`config.mk`:
```
export PLATFORM = sky130hd
export DESIGN_NAME = mapa_divider
export DESIGN_NICKNAME = d
export VERILOG_FILES = /design/src/rtl/motion_adaptive_point_averager_assert.svh /design/src/rtl/mapa_divider.sv
export SDC_FILE = /design/constraint.sdc
export NUM_CORES = 1
export LEC_CHECK = 0
export BUFFER_PORTS_ARGS = -buffer_cell sky130_fd_sc_hd__buf_2
export CORE_MARGIN = 10
export CORE_UTILIZATION = 43
export DETAILED_ROUTE_END_ITERATION = 7
export GPL_TIMING_DRIVEN = 0
export HOLD_SLACK_MARGIN = 0.1
export PLACE_DENSITY_LB_ADDON = 0.15
export SLEW_MARGIN = 25
export SYNTH_ARGS = -nofsm -noshare
export SYNTH_HDL_FRONTEND = slang
export SYNTH_SLANG_ARGS = --single-unit
```
`constraint.sdc`:
```
create_clock -name clk_i -period 2.9 [get_ports clk_i]
set_input_delay 0.435 -clock clk_i [delete_from_list [all_inputs] [get_ports clk_i]]
set_output_delay 0.435 -clock clk_i [all_outputs]
set_load 0.005 [all_outputs]
```
`src/rtl/motion_adaptive_point_averager_assert.svh`:
```
// assertion macros shared by the point averager rtl
`ifndef MOTION_ADAPTIVE_POINT_AVERAGER_ASSERT_SVH
`define MOTION_ADAPTIVE_POINT_AVERAGER_ASSERT_SVH

// same-cycle implication, sampled on clk_i, off while rst_ni is low
`define MAPA_ASSERT_NOW(label, ante, cons, msg) \
  label: assert property (@(posedge clk_i) disable iff (!rst_ni) (ante) |-> (cons)) \
    else $error(msg);

// next-cycle implication, sampled on clk_i, off while rst_ni is low
`define MAPA_ASSERT_NEXT(label, ante, cons, msg) \
  label: assert property (@(posedge clk_i) disable iff (!rst_ni) (ante) |=> (cons)) \
    else $error(msg);

`endif

```
`src/rtl/mapa_divider.sv`:
```
// serial restoring divider, signed dividend by unsigned divisor, truncates toward zero
module mapa_divider #(
  parameter int SUM_W = 30,
  parameter int CNT_W = 7
) (
  input  logic                    clk_i,
  input  logic                    rst_ni,
  input  logic                    start_i,
  input  logic signed [SUM_W-1:0] dividend_i,
  input  logic        [CNT_W-1:0] divisor_i,
  output logic                    done_o,
  output logic signed [SUM_W-1:0] quotient_o
);

  localparam int STEP_W = $clog2(SUM_W + 1);

  logic              busy_q;
  logic              done_q;
  logic [STEP_W-1:0] step_q;
  logic              neg_q;
  logic [SUM_W-1:0]  quo_q;
  logic [CNT_W-1:0]  rem_q;
  logic [CNT_W-1:0]  div_q;
  logic [CNT_W:0]    trial;
  logic [CNT_W:0]    diff;
  logic              ge;

  assign trial = {rem_q, quo_q[SUM_W-1]};
  assign diff  = trial - {1'b0, div_q};
  assign ge    = trial >= {1'b0, div_q};

  always_ff @(posedge clk_i or negedge rst_ni) begin
    if (!rst_ni) begin
      busy_q <= 1'b0;
      done_q <= 1'b0;
      step_q <= '0;
    end else begin
      done_q <= 1'b0;
      if (start_i) begin
        busy_q <= 1'b1;
        step_q <= STEP_W'(SUM_W);
      end else if (busy_q) begin
        step_q <= step_q - 1'b1;
        if (step_q == STEP_W'(1)) begin
          busy_q <= 1'b0;
          done_q <= 1'b1;
        end
      end
    end
  end

  // one quotient bit per cycle on the magnitude
  always_ff @(posedge clk_i) begin
    if (start_i) begin
      neg_q <= dividend_i[SUM_W-1];
      quo_q <= dividend_i[SUM_W-1] ? $unsigned(-dividend_i) : $unsigned(dividend_i);
      rem_q <= '0;
      div_q <= divisor_i;
    end else if (busy_q) begin
      rem_q <= ge ? diff[CNT_W-1:0] : trial[CNT_W-1:0];
      quo_q <= {quo_q[SUM_W-2:0], ge};
    end
  end

  assign done_o     = done_q;
  assign quotient_o = neg_q ? -$signed(quo_q) : $signed(quo_q);

endmodule

```
==> flow_summary.toml, run 1 <==
[power_and_ir_drop]
vdd_drop_max_mv = 0.245
leakage_nw = 1.81
switching_power_uw = 781
p_sw_share_pct = 34.3
power.density_mw_per_mm2 = 501
p_clk_share_pct = 19.5
comb_power_share_pct = 35.9
p_seq_share_pct = 44.6
p_int_mw = 1.50

[critical_path]
arrival_ns = 2.42
worstPathRequired_ns = 2.47
critPathMaxFanout = 6
r2r_setup_slack_ns = 0.29
critPathLaunchType = "flip-flop"
crit_slowest_cell = "or3_4"
crit_type = "reg2out"
max_stage_delay_ns = 0.42
critical_path.endpoint_type = "output pin"
crit_chain = "or3_4, or3b_4, nand3b_4, o41ai_4, xnor2_1, buf_2"

[synthesis]
synthTopCellsByArea = "edfxtp_1 (31%), xnor2_1 (7.7%), xor2_1 (6.6%)"
synth-edff-count = 38
yosys.area.top_type = "edfxtp_1"
async_flop_share_pct = 13.5
synth_common_cells = "nor2_1 (40), edfxtp_1 (38), a21oi_1 (33), xnor2_1 (33), xor2_1 (28)"
yosysMostFrequentCell = "nor2_1"
ys_seq_area_share_pct = 38.9
postSynthNetCount = 446
syn_area_mm2 = 0.00374
avgSynthCellArea_um2 = 9.49
ys.flop_type = "edfxtp_1"
synth.top_cell.area_share_pct = 30.5
yosysWarnings = 0
synth.ff_latch_count = 52
syn_inst = 394
synth_cell_types = 57

[placed_design]
dp_cells = 569
portBuffers = 70
dpl.hpwl_mm = 7.45
place.gp.congestion = 0.888

[finish]
multi_input_area_mm2 = 0.00219
area_growth_pct = 21.6
fin_cells = 598
antenna_cells = 0
layout.area.seq_mm2 = 0.00146
drive_gt1_share_pct = 27.6
fin_nets = 544
fillCellCount = 785

[timing]
fin_worst_skew_ns = 0.00960
worst_slew_pin_slew_ns = 0.656
maxSlewViolCount = 0
holdWs_ns = 0.299
relSlewSlack_pct = 56.3
rsz0062_at_grt = "yes"
setup_violations = 0
setup_tns_ns = 0
fmax_mhz = 350
hold_violations = 0
period_share_pct = 98.5
post-route-min-period_ns = 2.86

[floorplanning]
coreArea_mm2 = 0.00834
die_w_um = 113
row_count = 33
die_area_mm2 = 0.0128
start_util_pct = 44.8
ios = 71
die_y_um = 113

[clock_network]
clkTransAtPathRegs_ns = 0.10
worstSkewPairLatency_ns = 0.31
cts_buffer_depth = 2
cts_htree_levels = 2
cts_tree = "done"
cts_root_buffer = "clkbuf_8"
cts.sinks = 52
cts_buffers = 5

[detailed_routing]
wire_per_inst_um = 17.0
ant_nets = 0
wl_mm = 10.2
drt_iter0_markers = 189
via_per_inst = 5.47
dr.pass1.iters = 7
route.detailed.drc = 0
via_count = 3274

[flow_run]
maxCapViolations = 0

[outcome]
status = "finished clean"

[global_routing]
grt_max_degree = 31
grt_overflow = 0
grt_pass1_vias = 3176
grt_first_pass_wirelength_mm = 16.4
gr-usage-all-layers_pct = 15.3
antenna_found_initial = 0

[min_path]
min_path_type = "in2reg"
[repair_timing]
action	4_1_cts	5_1_grt
gates resized for setup	3	13
endpoints found under the setup margin	12	16
endpoints found under the hold margin	7	0
setup buffers	5	15
hold buffers	1	0
pin swaps	2	5
[registers in the layout (all words and copies together), names as in the netlist]
name / count
busy_q: 1
div_q: 7
done_o: 1
neg_q: 1
quo_q: 30
rem_q: 7
step_q: 5
[area by class of cell]
class	instances	share of cell area, %
plain buffers	20	1.93
clock buffers	7	1.90
clock inverters	1	0.138
inverters	19	1.57
multi-input cells	303	48.3
flip-flops and latches	52	32.0
well taps	105	2.89
repair buffers	91	11.3
[power by group through the flow]
stage | registers [mW] | clock network [mW] | logic [mW]
6_report | 1.02 | 0.444 | 0.817
5_1_grt | 1.03 | 0.478 | 0.917
4_1_cts | 1.02 | 0.455 | 0.765
3_5_place_dp | 1.04 | 0 | 0.738
3_3_place_gp | 1.04 | 0 | 0.728
2_1_floorplan | 1.01 | 0 | 0.493
[per-layer routing]
layer	global-route usage [%]	share of wire, %	wire length [µm]	vias up
met4	2.37	0.55	56	0
met3	2.91	5.6	570	5
met1	20.5	45	4560	1554
met2	25.3	49	4990	91
li1	-	-	-	1624
met5	0	0	0	-
[logic make-up (layout without fill, tap and decap cells)]
logic type / count (synthesis) / in the layout / share of synthesized area, %
and+or+nand+nor: 123 / 123 / 18.0
adders and majority gates: 12 / 12 / 4.22
AOI/OAI and AO/OA: 104 / 104 / 19.3
muxes: 3 / 3 / 0.970
buffers and inverters: 39 / 138 / 4.22
DFF: 52 / 52 / 38.9
xor gates and xnor gates: 61 / 61 / 14.3
[stage by stage]
stage | total power [mW] | utilization, % | cell area (µm²) | setup slack [ns]
CTS | 2.24 | 52.6 | 4380 | 0.00673
global route | 2.43 | 54.5 | 4550 | -0.0587
detailed placement | 1.78 | 50.6 | 4220 | 0.233
finish | 2.28 | 54.5 | 4550 | 0.0439
floorplan | 1.50 | - | 3740 | 0.616
global placement | 1.76 | 50.6 | 4220 | 0.281
[final timing paths]
| kind | start | to | depth (start not counted) |
|---|---|---|---|
| setup / recovery | quo_q[4] | quotient_o[22] | 6 |
| hold reg to reg | rem_q[6] | rem_q[6] | 1 |
| hold / removal | divisor_i[2] | div_q[2] | 1 |
| max in group asynchronous | rst_ni | busy_q | 2 |
| setup reg to reg | quo_q[29] | rem_q[1] | 9 |
| min in group asynchronous | rst_ni | step_q[1] | 2 |
[worst max-delay path: cells and delay by family (launching register included)]
kind | cells | cell delay (ns)
compound gates | 1 | 0.32
xor+xnor | 1 | 0.15
buf+inv | 1 | 0.14
flops | 1 | 0.41
simple gates | 3 | 1.08
[layout by cell type, fill, tap and decap left out, types with 3 or more instances in the layout]
cell       n
nor4_2     3
clkbuf_8   6
a21oi_1   33
nor4_1     7
inv_1     18
dfrtp_1    7
o21ai_0   19
nor3_1     4
o41ai_2    5
or3_1      3
edfxtp_1  38
xnor2_1   33
buf_4     20
clkbuf_1  16
o211ai_1   4
o31ai_1   12
o41ai_1    9
o31ai_2    3
or2_2      6
nor2_1    40
o21ai_1    6
ha_1      11
nand2b_1  11
dfxtp_1    7
nand2_1   25
buf_2     70
xor2_1    28
Power figures use the tool's default switching activity.
==> run 2, diff against run 1 <==
--- a/config.mk
+++ b/config.mk
@@ -5,6 +5,7 @@
 export SDC_FILE = /design/constraint.sdc
 export NUM_CORES = 1
 export LEC_CHECK = 0
+export ABC_AREA = 1
 export BUFFER_PORTS_ARGS = -buffer_cell sky130_fd_sc_hd__buf_2
 export CORE_MARGIN = 10
 export CORE_UTILIZATION = 43
==> run 2 against run 1 <==
Effect of this change:
- global-route usage grew 0.98 points
- combinational power up 33%
- hold slack worse by 0.019 ns
- clock-buffer cell count down 2
- register-to-register slack better by 0.52 ns
- synthesized area is 12% higher
- power grew 14%
- critical path type unchanged
==> flow_summary.toml, run 2 <==
[synthesis]
syn_inst = 592
postSynthNetCount = 644
synthTopCellsByArea = "edfxtp_1 (27%), nand2_1 (15%), nand3_1 (7.0%)"
yosysWarnings = 0
ys.flop_type = "edfxtp_1"
synth_cell_types = 42
synth.ff_latch_count = 52
avgSynthCellArea_um2 = 7.08
ys_seq_area_share_pct = 34.7
synth_common_cells = "nand2_1 (164), inv_1 (64), nand3_1 (59), nor2_1 (56), edfxtp_1 (38)"
syn_area_mm2 = 0.00419
yosysMostFrequentCell = "nand2_1"
yosys.area.top_type = "edfxtp_1"
synth.top_cell.area_share_pct = 27.2
async_flop_share_pct = 13.5
synth-edff-count = 38

[timing]
holdWs_ns = 0.280
fmax_mhz = 404
fin_worst_skew_ns = 0.0145
setup_violations = 0
period_share_pct = 85.4
post-route-min-period_ns = 2.48
relSlewSlack_pct = 57.2
maxSlewViolCount = 0
worst_slew_pin_slew_ns = 0.642
worst_slack_ns = 0.422
setup_tns_ns = 0
rsz0062_at_grt = "no"
hold_violations = 0

[detailed_routing]
wl_met2_mm = 5.10
ant_nets = 0
dr.pass1.iters = 5
via_count = 4044
met1_length_mm = 5.76
wl_mm = 11.6
route.detailed.drc = 0
wire_per_inst_um = 14.5
drt_iter0_markers = 280
top_layer = "met4"
via_per_inst = 5.06
wl_met3_um = 582

[critical_path]
crit_type = "reg2out"
max_stage_delay_ns = 0.44
r2r_setup_slack_ns = 0.81
crit_chain = "inv_2, ha_1, nand4_1, nor2_1, nand2_1, nand2_1, o21ai_1, xor2_1, buf_2"
arrival_ns = 2.04
critPathMaxFanout = 4
critPathLaunchType = "flip-flop"
crit_slowest_cell = "edfxtp_1"
crit_top_cell = "nand2_1"
critical_path.endpoint_type = "output pin"
worstPathRequired_ns = 2.47

[global_routing]
grt_max_degree = 32
antenna_found_initial = 0
grt_overflow = 0
grt_first_pass_wirelength_mm = 19.3
gr-usage-all-layers_pct = 16.2
grt_pass1_vias = 3814

[power_and_ir_drop]
total_power_mw = 2.59
leakage_nw = 2.32
power.density_mw_per_mm2 = 539
vdd_drop_max_mv = 0.275

[finish]
final_common_cell = "nand2_1"
fin_cells = 800
drive_gt1_share_pct = 19.8
fin_nets = 722
antenna_cells = 0
final_cell_area_mm2 = 0.00481
largest_reg_flops = 30
area_growth_pct = 14.7
largestRegisters = "quo_q x30, div_q x7, rem_q x7"
fin_util_pct = 51.3
regMostFlops = "quo_q"
final_cell_mix = "nand2_1 (164), buf_2 (75), inv_1 (63)"

[floorplanning]
start_util_pct = 44.7
die_w_um = 119
ios = 71
row_count = 35
die_area_mm2 = 0.0141
coreArea_mm2 = 0.00937
die_y_um = 119

[clock_network]
cts_root_buffer = "clkbuf_8"
cts_buffers = 5
worstSkewPairLatency_ns = 0.32
cts_resized = 0
cts_tree = "done"
cts_buffer_depth = 2
cts_setup_buffers = 0
cts.sinks = 52
cts_htree_levels = 2
clkTransAtPathRegs_ns = 0.11

[placed_design]
dp_cells = 791
portBuffers = 70
place.gp.congestion = 0.895
dpl.hpwl_mm = 9.39
dpl_cell_area_mm2 = 0.00470
dp_slack_ns = 0.792

[flow_run]
maxCapViolations = 0

[outcome]
status = "finished clean"

[min_path]
min_path_type = "in2reg"
run 2: changes by cell type in the layout (fill, tap and decap cells not counted), moves of 18 or more:
cell     previous run  this run
a21oi_1            33        11
o21ai_1             6        24
nand3_1             2        59
buf_4              20         2
xnor2_1            33         8
inv_1              18        63
nand2_1            25       164
run 2: critical path: cells and delay by family, from the launching register on:
kind | cells | cell delay [ns]
AOI/OAI and AO/OA | 1 | 0.09
xor gates and xnor gates | 1 | 0.18
adders and majority gates | 1 | 0.19
buffers and inverters | 2 | 0.26
DFF | 1 | 0.44
and+or+nand+nor | 4 | 0.58
run 2: cell families after synthesis:
logic type               after synthesis  synth area share, %
adder cells (fa/ha/maj)               12                 3.76
AO/OA/AOI/OAI                         67                 9.43
XOR/XNOR                              37                 7.73
flip-flops                            52                 34.7
AND/OR/NAND/NOR                      330                 35.4
buffers and inverters                 94                 8.92
run 2: layer usage:
layer  vias up  global-route usage, %
met1      1832                   23.3
met3         9                   2.48
li1       2085                      -
met5         -                      0
met2       118                   24.8
met4         0                   3.97
run 2: power by group:
part	total (mW)	internal (mW)	switching, mW
registers	1.04	0.926	0.116
logic	1.09	0.439	0.652
clock network	0.459	0.178	0.282
run 2: worst paths after layout:
kind	from	depth (start not counted)	endpoint
min	divisor_i[5]	1	div_q[5]
max reg2reg	quo_q[29]	10	rem_q[4]
min in group asynchronous	rst_ni	2	step_q[1]
max	quo_q[1]	9	quotient_o[16]
max in group asynchronous	rst_ni	2	step_q[4]
min reg2reg	rem_q[4]	2	rem_q[4]
run 2: layout make-up:
| class | count | area [µm²] |
|---|---|---|
| Sequential cell | 52 | 1460 |
| Clock inverter | 3 | 23.8 |
| Buffer | 16 | 81.3 |
| Inverter | 78 | 293 |
| Fill cell | 971 | 4560 |
| Tap cell | 129 | 161 |
| Clock buffer | 5 | 68.8 |
| Multi-Input combinational cell | 446 | 2360 |
| Timing Repair Buffer | 71 | 360 |
run 2: what timing repair did:
action / in CTS / in global routing
endpoints found under the setup margin: 0 / 0
hold endpoints to repair: 7 / 0
hold buffers: 1 / 0
